File: config.mk
export PLATFORM = sky130hd
export DESIGN_NAME = ordered_array_insert_erase_unit
export DESIGN_NICKNAME = d
export VERILOG_FILES = /design/src/rtl/oaie_pkg.sv /design/src/rtl/ordered_array_insert_erase_unit.sv /design/src/rtl/oaie_dpath.sv /design/src/rtl/oaie_ctrl.sv
export SDC_FILE = /design/constraint.sdc
export NUM_CORES = 2
export LEC_CHECK = 0
export ABC_AREA = 1
export BUFFER_PORTS_ARGS = -buffer_cell sky130_fd_sc_hd__buf_2
export CAP_MARGIN = 20
export CORE_MARGIN = 1
export CORE_UTILIZATION = 63
export CTS_CLUSTER_SIZE = 28
export DETAILED_ROUTE_END_ITERATION = 16
export PLACE_DENSITY_LB_ADDON = 0.05
export SETUP_SLACK_MARGIN = 0.2
export SYNTH_ARGS = -nofsm -noshare
export SYNTH_HDL_FRONTEND = slang
export SYNTH_SLANG_ARGS = --single-unit
File: constraint.sdc
create_clock -name clk_i -period 6 [get_ports clk_i]
set_clock_uncertainty 0.2 [all_clocks]
set_input_delay 0.3 -clock clk_i [delete_from_list [all_inputs] [get_ports clk_i]]
set_output_delay 0.3 -clock clk_i [all_outputs]
set_load 0.005 [all_outputs]
File: src/rtl/oaie_pkg.sv
// Shared constants, command and status codes, and controller/datapath link types.
package oaie_pkg;

  localparam int unsigned OAIE_DEPTH     = 64;
  localparam int unsigned OAIE_WORD_BITS = 32;

  localparam int unsigned CMD_BITS     = 3;
  localparam int unsigned POS_BITS     = 6;
  localparam int unsigned VALUE_BITS   = 32;
  localparam int unsigned STATUS_BITS  = 2;
  localparam int unsigned COUNT_BITS   = 7;
  localparam int unsigned S_TDATA_BITS = 40;
  localparam int unsigned M_TDATA_BITS = 40;

  typedef enum logic [CMD_BITS-1:0] {
    CMD_PUSH   = 3'd0,
    CMD_POP    = 3'd1,
    CMD_INSERT = 3'd2,
    CMD_ERASE  = 3'd3,
    CMD_CLEAR  = 3'd4,
    CMD_READ   = 3'd5
  } cmd_e;

  typedef enum logic [STATUS_BITS-1:0] {
    ST_OK    = 2'd0,
    ST_RANGE = 2'd1,
    ST_FULL  = 2'd2,
    ST_EMPTY = 2'd3
  } status_e;

  // Commands from the controller to the datapath.
  typedef struct packed {
    logic take;      // capture the incoming word
    logic check;     // latch status, apply single-step commands, set shift index
    logic rd_pos;    // read the memory at the requested position
    logic rd_src;    // read the source entry of the current shift step
    logic wr_shift;  // write the fetched entry to its new place and step the index
    logic finish;    // close an insert or erase
    logic load_res;  // load the result register
  } dp_cmd_t;

  // Status from the datapath to the controller.
  typedef struct packed {
    logic err;
    logic is_read;
    logic is_shift;
    logic shift_more;
    logic out_free;
  } dp_stat_t;

endpackage

File: src/rtl/ordered_array_insert_erase_unit.sv
// Top level of the bounded ordered array with push, pop, insert, erase, clear and read.
//
// The unit holds up to DEPTH signed words in order and answers every command word with
// exactly one result word carrying the read value, a status and the element count after
// the command. Commands are handled one at a time. Push, pop, clear, read, an unknown
// command and any command that fails its check go from acceptance through the check
// and the result load back to idle. Insert at position p on an array of n entries moves
// n - p entries and erase at p moves n - p - 1: the entries move one at a time through the
// single memory port pair, each move being a read step followed by a write
// step. A new command word is taken as soon as the controller is idle, even while
// the previous result word still waits in the output register; the controller only
// stalls when a second result is ready before the first has been taken. A read of a
// stored word is returned sign-extended from WORD_BITS; a failed command changes nothing.
// There is no clearing pass: the memory contents are undefined after reset, which is
// harmless because only positions below the element count can be read.
module ordered_array_insert_erase_unit import oaie_pkg::*; #(
  parameter int unsigned DEPTH     = OAIE_DEPTH,
  parameter int unsigned WORD_BITS = OAIE_WORD_BITS
) (
  input  logic                    clk_i,
  input  logic                    rst_ni,
  input  logic                    s_axis_tvalid,
  output logic                    s_axis_tready,
  input  logic [S_TDATA_BITS-1:0] s_axis_tdata,  // position[5:0], item_value[37:6], zeros
  input  logic [CMD_BITS-1:0]     s_axis_tuser,  // command[2:0]
  output logic                    m_axis_tvalid,
  input  logic                    m_axis_tready,
  output logic [M_TDATA_BITS-1:0] m_axis_tdata,  // read_value[31:0], count[38:32], zero
  output logic [STATUS_BITS-1:0]  m_axis_tuser   // status[1:0]
);

  dp_cmd_t  dp_cmd;
  dp_stat_t dp_stat;

  logic signed [VALUE_BITS-1:0] read_value;
  logic [COUNT_BITS-1:0]        count;

  oaie_ctrl u_ctrl (
    .clk_i     (clk_i),
    .rst_ni    (rst_ni),
    .s_valid_i (s_axis_tvalid),
    .s_ready_o (s_axis_tready),
    .cmd_o     (dp_cmd),
    .stat_i    (dp_stat)
  );

  oaie_dpath #(
    .DEPTH     (DEPTH),
    .WORD_BITS (WORD_BITS)
  ) u_dpath (
    .clk_i        (clk_i),
    .rst_ni       (rst_ni),
    .ctl_i        (dp_cmd),
    .stat_o       (dp_stat),
    .command_i    (s_axis_tuser),
    .position_i   (s_axis_tdata[POS_BITS-1:0]),
    .item_value_i (s_axis_tdata[POS_BITS+VALUE_BITS-1:POS_BITS]),
    .res_ready_i  (m_axis_tready),
    .res_valid_o  (m_axis_tvalid),
    .read_value_o (read_value),
    .status_o     (m_axis_tuser),
    .count_o      (count)
  );

  // Pack the result word, padding the top bit with zero.
  assign m_axis_tdata = M_TDATA_BITS'({count, read_value});

endmodule

File: src/rtl/oaie_dpath.sv
// Datapath: entry memory, element count, shift index and result register.
module oaie_dpath import oaie_pkg::*; #(
  parameter int unsigned DEPTH     = OAIE_DEPTH,
  parameter int unsigned WORD_BITS = OAIE_WORD_BITS
) (
  input  logic                         clk_i,
  input  logic                         rst_ni,
  input  dp_cmd_t                      ctl_i,
  output dp_stat_t                     stat_o,
  input  logic [CMD_BITS-1:0]          command_i,
  input  logic [POS_BITS-1:0]          position_i,
  input  logic signed [VALUE_BITS-1:0] item_value_i,
  input  logic                         res_ready_i,
  output logic                         res_valid_o,
  output logic signed [VALUE_BITS-1:0] read_value_o,
  output logic [STATUS_BITS-1:0]       status_o,
  output logic [COUNT_BITS-1:0]        count_o
);

  localparam int unsigned AW = $clog2(DEPTH);
  localparam int unsigned CW = $clog2(DEPTH + 1);
  localparam int unsigned XW = (CW > POS_BITS) ? CW : POS_BITS;

  logic [WORD_BITS-1:0] mem_q [DEPTH];
  logic [WORD_BITS-1:0] rd_q;

  cmd_e                  cmd_q;
  logic [POS_BITS-1:0]   pos_q;
  logic [WORD_BITS-1:0]  val_q;
  logic [CW-1:0]         cnt_q, cnt_d;
  logic [CW-1:0]         idx_q, idx_inc, idx_dec, idx_src;
  status_e               st_q, st_d;
  logic                  res_valid_q, res_valid_d;
  logic [VALUE_BITS-1:0] res_value_q;
  status_e               res_status_q;
  logic [COUNT_BITS-1:0] res_count_q;

  logic [XW-1:0]        pos_x, cnt_x, idx_x;
  logic [AW-1:0]        pos_a;
  logic                 full, empty;
  logic                 mem_we, mem_re;
  logic [AW-1:0]        mem_wa, mem_ra;
  logic [WORD_BITS-1:0] mem_wd;

  assign pos_x   = XW'(pos_q);
  assign cnt_x   = XW'(cnt_q);
  assign idx_x   = XW'(idx_q);
  assign pos_a   = AW'(pos_q);
  assign full    = (cnt_q == CW'(DEPTH));
  assign empty   = (cnt_q == '0);
  assign idx_inc = idx_q + CW'(1);
  assign idx_dec = idx_q - CW'(1);
  assign idx_src = (cmd_q == CMD_INSERT) ? idx_dec : idx_inc;

  always_comb begin
    st_d = ST_OK;
    unique case (cmd_q) inside
      CMD_PUSH: begin
        if (full) st_d = ST_FULL;
      end
      CMD_POP: begin
        if (empty) st_d = ST_EMPTY;
      end
      CMD_INSERT: begin
        if (pos_x > cnt_x) st_d = ST_RANGE;
        else if (full)     st_d = ST_FULL;
      end
      CMD_ERASE, CMD_READ: begin
        if (pos_x >= cnt_x) st_d = ST_RANGE;
      end
      default: st_d = ST_OK;
    endcase
  end

  always_comb begin
    stat_o.err      = (st_d != ST_OK);
    stat_o.is_read  = (cmd_q == CMD_READ);
    stat_o.is_shift = (cmd_q == CMD_INSERT) || (cmd_q == CMD_ERASE);
    stat_o.shift_more = (cmd_q == CMD_INSERT) ? (idx_x > pos_x) : (idx_inc < cnt_q);
    stat_o.out_free = !res_valid_q || res_ready_i;
  end

  always_comb begin
    cnt_d = cnt_q;
    if (ctl_i.check && (st_d == ST_OK)) begin
      case (cmd_q)
        CMD_PUSH:  cnt_d = cnt_q + CW'(1);
        CMD_POP:   cnt_d = cnt_q - CW'(1);
        CMD_CLEAR: cnt_d = '0;
        default:   cnt_d = cnt_q;
      endcase
    end
    if (ctl_i.finish) begin
      cnt_d = (cmd_q == CMD_INSERT) ? cnt_q + CW'(1) : cnt_q - CW'(1);
    end
  end

  always_comb begin
    res_valid_d = res_valid_q;
    if (res_valid_q && res_ready_i) res_valid_d = 1'b0;
    if (ctl_i.load_res)             res_valid_d = 1'b1;
  end

  // Memory port selection: push writes at the end, a shift step moves the
  // fetched entry, and a finished insert drops the new word into its slot.
  always_comb begin
    mem_we = (ctl_i.check && (st_d == ST_OK) && (cmd_q == CMD_PUSH)) || ctl_i.wr_shift ||
             (ctl_i.finish && (cmd_q == CMD_INSERT));
    mem_wa = pos_a;
    if (ctl_i.check)    mem_wa = cnt_q[AW-1:0];
    if (ctl_i.wr_shift) mem_wa = idx_q[AW-1:0];
    mem_wd = ctl_i.wr_shift ? rd_q : val_q;
    mem_re = ctl_i.rd_pos || ctl_i.rd_src;
    mem_ra = ctl_i.rd_src ? idx_src[AW-1:0] : pos_a;
  end

  always_ff @(posedge clk_i) begin
    if (mem_we) mem_q[mem_wa] <= mem_wd;
  end

  always_ff @(posedge clk_i) begin
    if (mem_re) rd_q <= mem_q[mem_ra];
  end

  always_ff @(posedge clk_i or negedge rst_ni) begin
    if (!rst_ni) begin
      cnt_q       <= '0;
      res_valid_q <= 1'b0;
    end else begin
      cnt_q       <= cnt_d;
      res_valid_q <= res_valid_d;
    end
  end

  always_ff @(posedge clk_i) begin
    if (ctl_i.take) begin
      cmd_q <= cmd_e'(command_i);
      pos_q <= position_i;
      val_q <= WORD_BITS'(item_value_i);
    end
    if (ctl_i.check) begin
      st_q  <= st_d;
      idx_q <= (cmd_q == CMD_ERASE) ? CW'(pos_q) : cnt_q;
    end
    if (ctl_i.wr_shift) begin
      idx_q <= (cmd_q == CMD_INSERT) ? idx_dec : idx_inc;
    end
    if (ctl_i.load_res) begin
      res_value_q  <= ((cmd_q == CMD_READ) && (st_q == ST_OK)) ?
                      VALUE_BITS'($signed(rd_q)) : '0;
      res_status_q <= st_q;
      res_count_q  <= COUNT_BITS'(cnt_q);
    end
  end

  assign res_valid_o  = res_valid_q;
  assign read_value_o = res_value_q;
  assign status_o     = res_status_q;
  assign count_o      = res_count_q;

endmodule

File: src/rtl/oaie_ctrl.sv
// Controller: sequences each command through check, shift steps and result load.
module oaie_ctrl import oaie_pkg::*; (
  input  logic     clk_i,
  input  logic     rst_ni,
  input  logic     s_valid_i,
  output logic     s_ready_o,
  output dp_cmd_t  cmd_o,
  input  dp_stat_t stat_i
);

  localparam logic [2:0] S_IDLE  = 3'd0;
  localparam logic [2:0] S_EXEC  = 3'd1;
  localparam logic [2:0] S_SH_RD = 3'd2;
  localparam logic [2:0] S_SH_WR = 3'd3;
  localparam logic [2:0] S_DONE  = 3'd4;

  logic [2:0] state_q, state_d;

  assign s_ready_o = (state_q == S_IDLE);

  always_comb begin
    cmd_o   = '0;
    state_d = state_q;
    unique case (state_q)
      S_IDLE: begin
        if (s_valid_i) begin
          cmd_o.take = 1'b1;
          state_d    = S_EXEC;
        end
      end
      S_EXEC: begin
        cmd_o.check = 1'b1;
        if (!stat_i.err && stat_i.is_shift) begin
          state_d = S_SH_RD;
        end else begin
          cmd_o.rd_pos = stat_i.is_read;
          state_d      = S_DONE;
        end
      end
      S_SH_RD: begin
        if (stat_i.shift_more) begin
          cmd_o.rd_src = 1'b1;
          state_d      = S_SH_WR;
        end else begin
          cmd_o.finish = 1'b1;
          state_d      = S_DONE;
        end
      end
      S_SH_WR: begin
        cmd_o.wr_shift = 1'b1;
        state_d        = S_SH_RD;
      end
      S_DONE: begin
        if (stat_i.out_free) begin
          cmd_o.load_res = 1'b1;
          state_d        = S_IDLE;
        end
      end
      default: state_d = S_IDLE;
    endcase
  end

  always_ff @(posedge clk_i or negedge rst_ni) begin
    if (!rst_ni) begin
      state_q <= S_IDLE;
    end else begin
      state_q <= state_d;
    end
  end

endmodule

==> impl_metrics.ini <==
[floorplanning]
fp.dieArea_um2 = 153000
num_rows = 142
pin_count = 91
fp.dieW_um = 391
core-area_um2 = 150000
die_h_um = 391
start_util_pct = 63.6

[synth]
ys_types = 40
yosysWarnings = 0
synth_area_um2 = 95500
syn_inst = 9211
yosysSeqAreaShare_pct = 68.6
ys_ff_latch = 2182
synth_fp_nets = 9280
avgSynthCellArea_um2 = 10.4

[sta]
fin_setup_tns_ps = 0
rsz0062_at_grt = no
drv_slew = 0
worst_pin_slew_ps = 1000
period_minus_slack_ps = 5440
relSlewSlack_pct = 33.1
final_hold_viol_count = 0
min_period_over_period_pct = 90.7
max_freq_mhz = 184
worst_hold_slack_ps = 194
setup_viol_count_final = 0

[clock_network]
numCtsBuffers = 216
ctsHtreeMaxLevel = 4
clkTransAtPathRegs_ps = 70
cts_tree = built
cts_buffer_depth = 3
cts_hold_buf = 87
cts-resized-gates = 0
cts_setup_buffers = 0
insertion_delay_ps = 840
clock-sinks = 2182
root_buffer = clkbuf_16

[final_layout]
final_common_cell = nand2_1
area_growth_pct = 12.9
regArea_um2 = 65500
final_area_um2 = 108000
drive_above_1_share_pct = 7.83
nets = 9451
most-common-layout-cells = nand2_1 (2,251), edfxtp_1 (2,171), nand3_1 (2,009), inv_1 (1,988), clkbuf_16 (219)
multi_input_area_um2 = 21200
nFillCells = 10322

[worst_setup_path]
crit_path_start = u_dpath.idx_q[0]$_DFFE_PP_
r2r_slack_ps = 560
path_max_fanout = 31
worstSetupStartpointType = flip-flop
crit_end = u_dpath.rd_q[6]$_DFFE_PP_
cp_common_cell = nand3_1
ff2ff_path_depth = 21
path_cells = inv_1, nor3_1, nand3_1, xor2_1, ha_1, nand2_1, inv_1, a21oi_1, nand3_1, nand2_2, nand2_4, o21ai_4, buf_4, buf_4, buf_4, nand3_1, nand3_1, nand3_1, nand3_1, nand3_1, nand2_1
r2r-end = u_dpath.rd_q[6]$_DFFE_PP_
critical_path_class = reg2reg
cp.arrival_ps = 5920
required_ps = 6480
crit_path_top_delay_cell = edfxtp_1
regToRegStartpoint = u_dpath.idx_q[0]$_DFFE_PP_
crit_path_end_kind = flip-flop
crit_path_max_incr_delay_ps = 580

[global_routing]
grt_remaining_overflow = 0
grt_max_degree = 147
grt_pass1_wl_mm = 389
grt_pass1_vias = 62270
antenna_found_initial = 4
track_usage_pct = 34.9

[route]
first_iter_violations = 8188
vias = 65619
wl_mm = 265
ant_nets = 0
vias_per_cell = 5.67
drt_first_pass_iters = 6
drc = 0
routedWlPerCell_um = 22.9

[worst_hold_path]
hold_path.class = in2reg

[pwr]
p_leak_nw = 45.8
power.density_nw_per_um2 = 422
vdd.ir_drop.worst_v = 0.000372

[status]
status = finished clean

[placed_design]
hpwl_mm = 143
dpl_cell_area_um2 = 100000
io_buffers = 87
gp_congestion = 0.865

[run]
maxCapViolCount = 0
==> worst min-delay path by stage <==
stage / depth (start not counted) / endpoint / slack, ps / startpoint
6_report: 4 / u_ctrl.state_q[0]$_DFFE_PN0P_ / 190 / s_axis_tvalid
5_1_grt: 4 / u_ctrl.state_q[0]$_DFFE_PN0P_ / 230 / s_axis_tvalid
4_1_cts: 4 / u_ctrl.state_q[0]$_DFFE_PN0P_ / 110 / s_axis_tvalid
3_5_place_dp: 1 / u_dpath.res_valid_o$_DFFE_PN0P_ / -20 / rst_ni
3_3_place_gp: 1 / u_dpath.res_valid_o$_DFFE_PN0P_ / -20 / rst_ni
2_1_floorplan: 0 / u_ctrl.state_q[0]$_DFFE_PN0P_ / -200 / rst_ni
==> sequential cells by signal, summed over array words and instances, names as in the netlist <==
register and flops:
u_dpath.idx_q 7, u_dpath.cnt_q 7, u_dpath.count_o 7, u_dpath.cmd_q 3, u_dpath.mem_q 2048, u_dpath.read_value_o 32, u_dpath.res_valid_o 1, u_dpath.val_q 32
u_dpath.rd_q 32, u_dpath.pos_a 6, u_ctrl.state_q 3, u_dpath.status_o 2, u_dpath.st_q 2
==> synth_stat cells <==
master	number	area, um^2
nand2_1	2253	8460
edfxtp_1	2171	65200
nand3_1	2009	10100
inv_1	1989	7470
buf_2	394	1970
nor2_1	136	510
o21ai_0	62	310
clkbuf_1	51	191
ha_1	22	275
xor2_1	15	131
a21oi_1	14	70.1
dfrtp_1	11	275
nor3_1	11	55.1
buf_4	10	75.1
buf_1	7	26.3
a22oi_1	5	37.5
o21a_1	5	37.5
o22ai_1	5	31.3
inv_2	4	15.0
nand2_2	4	25.0
mux2i_1	3	30.0
xnor2_1	3	26.3
a31oi_1	2	12.5
buf_6	2	22.5
clkinv_1	2	7.51
nand2_4	2	22.5
nand3_2	2	20.0
nand4_1	2	12.5
o211ai_1	2	15.0
o21ai_2	2	17.5
or2_2	2	12.5
a21o_1	1	7.51
conb_1	1	3.75
nor2_2	1	6.26
nor2_4	1	11.3
nor3_2	1	10.0
o21ai_1	1	5.00
o21bai_1	1	7.51
or2_0	1	6.26
xnor2_2	1	16.3
==> layout make-up <==
type | count | share of cell area [%]
well taps | 2016 | 2.34
multi-input cells | 4570 | 19.6
clock inverters | 124 | 0.995
repair buffers | 417 | 4.01
diodes | 4 | 0.00929
flip-flops and latches | 2182 | 60.7
clock buffers | 273 | 5.29
inverters | 1995 | 6.96
==> kinds of logic after synthesis <==
group	after synthesis	share of synthesized area, %
other	1	0.00393
AO/OA/AOI/OAI	100	0.578
buffers and inverters	2459	10.2
flip-flops	2182	68.6
adder cells (fa/ha/maj)	22	0.288
XOR/XNOR	19	0.182
AND/OR/NAND/NOR	4425	20.1
multiplexers	3	0.0315
==> layer usage <==
| layer | share of wire (%) | vias up | GRT usage (%) |
|---|---|---|---|
| met1 | 37 | 31294 | 46.6 |
| li1 | - | 30189 | - |
| met4 | 5.7 | 2 | 17.9 |
| met3 | 11 | 669 | 6.09 |
| met5 | 0.0049 | - | 0 |
| met2 | 46 | 3465 | 55.4 |
==> stage by stage <==
| stage | total power (W) | setup WS [ps] | instances | utilization, % |
|---|---|---|---|---|
| after floorplan | 0.0271 | 756 | 9211 | - |
| after global placement | 0.0322 | 753 | 11091 | 66.7 |
| after detailed placement | 0.0324 | 756 | 11092 | 66.7 |
| after CTS | 0.0453 | 728 | 11576 | 71.8 |
| after global routing | 0.0471 | 302 | 11577 | 71.8 |
| final | 0.0455 | 557 | 11581 | 71.8 |
==> report_power, final <==
part	leakage [nW]	total, W	switching [W]	internal [W]
sequential	19.7	0.0188	0.000195	0.0186
combinational	22.8	0.0137	0.0103	0.00343
clock	3.31	0.0130	0.00569	0.00732
total	45.8	0.0455	0.0162	0.0293
==> critical path, delay by kind of cell, from the launching register on <==
kind	cells	cell delay, ps
buf+inv	5	1260
flops	1	580
xor+xnor	1	210
compound gates	2	570
fa+ha+maj	1	260
simple gates	12	2180
No activity file was read; power rests on OpenSTA's default activity.
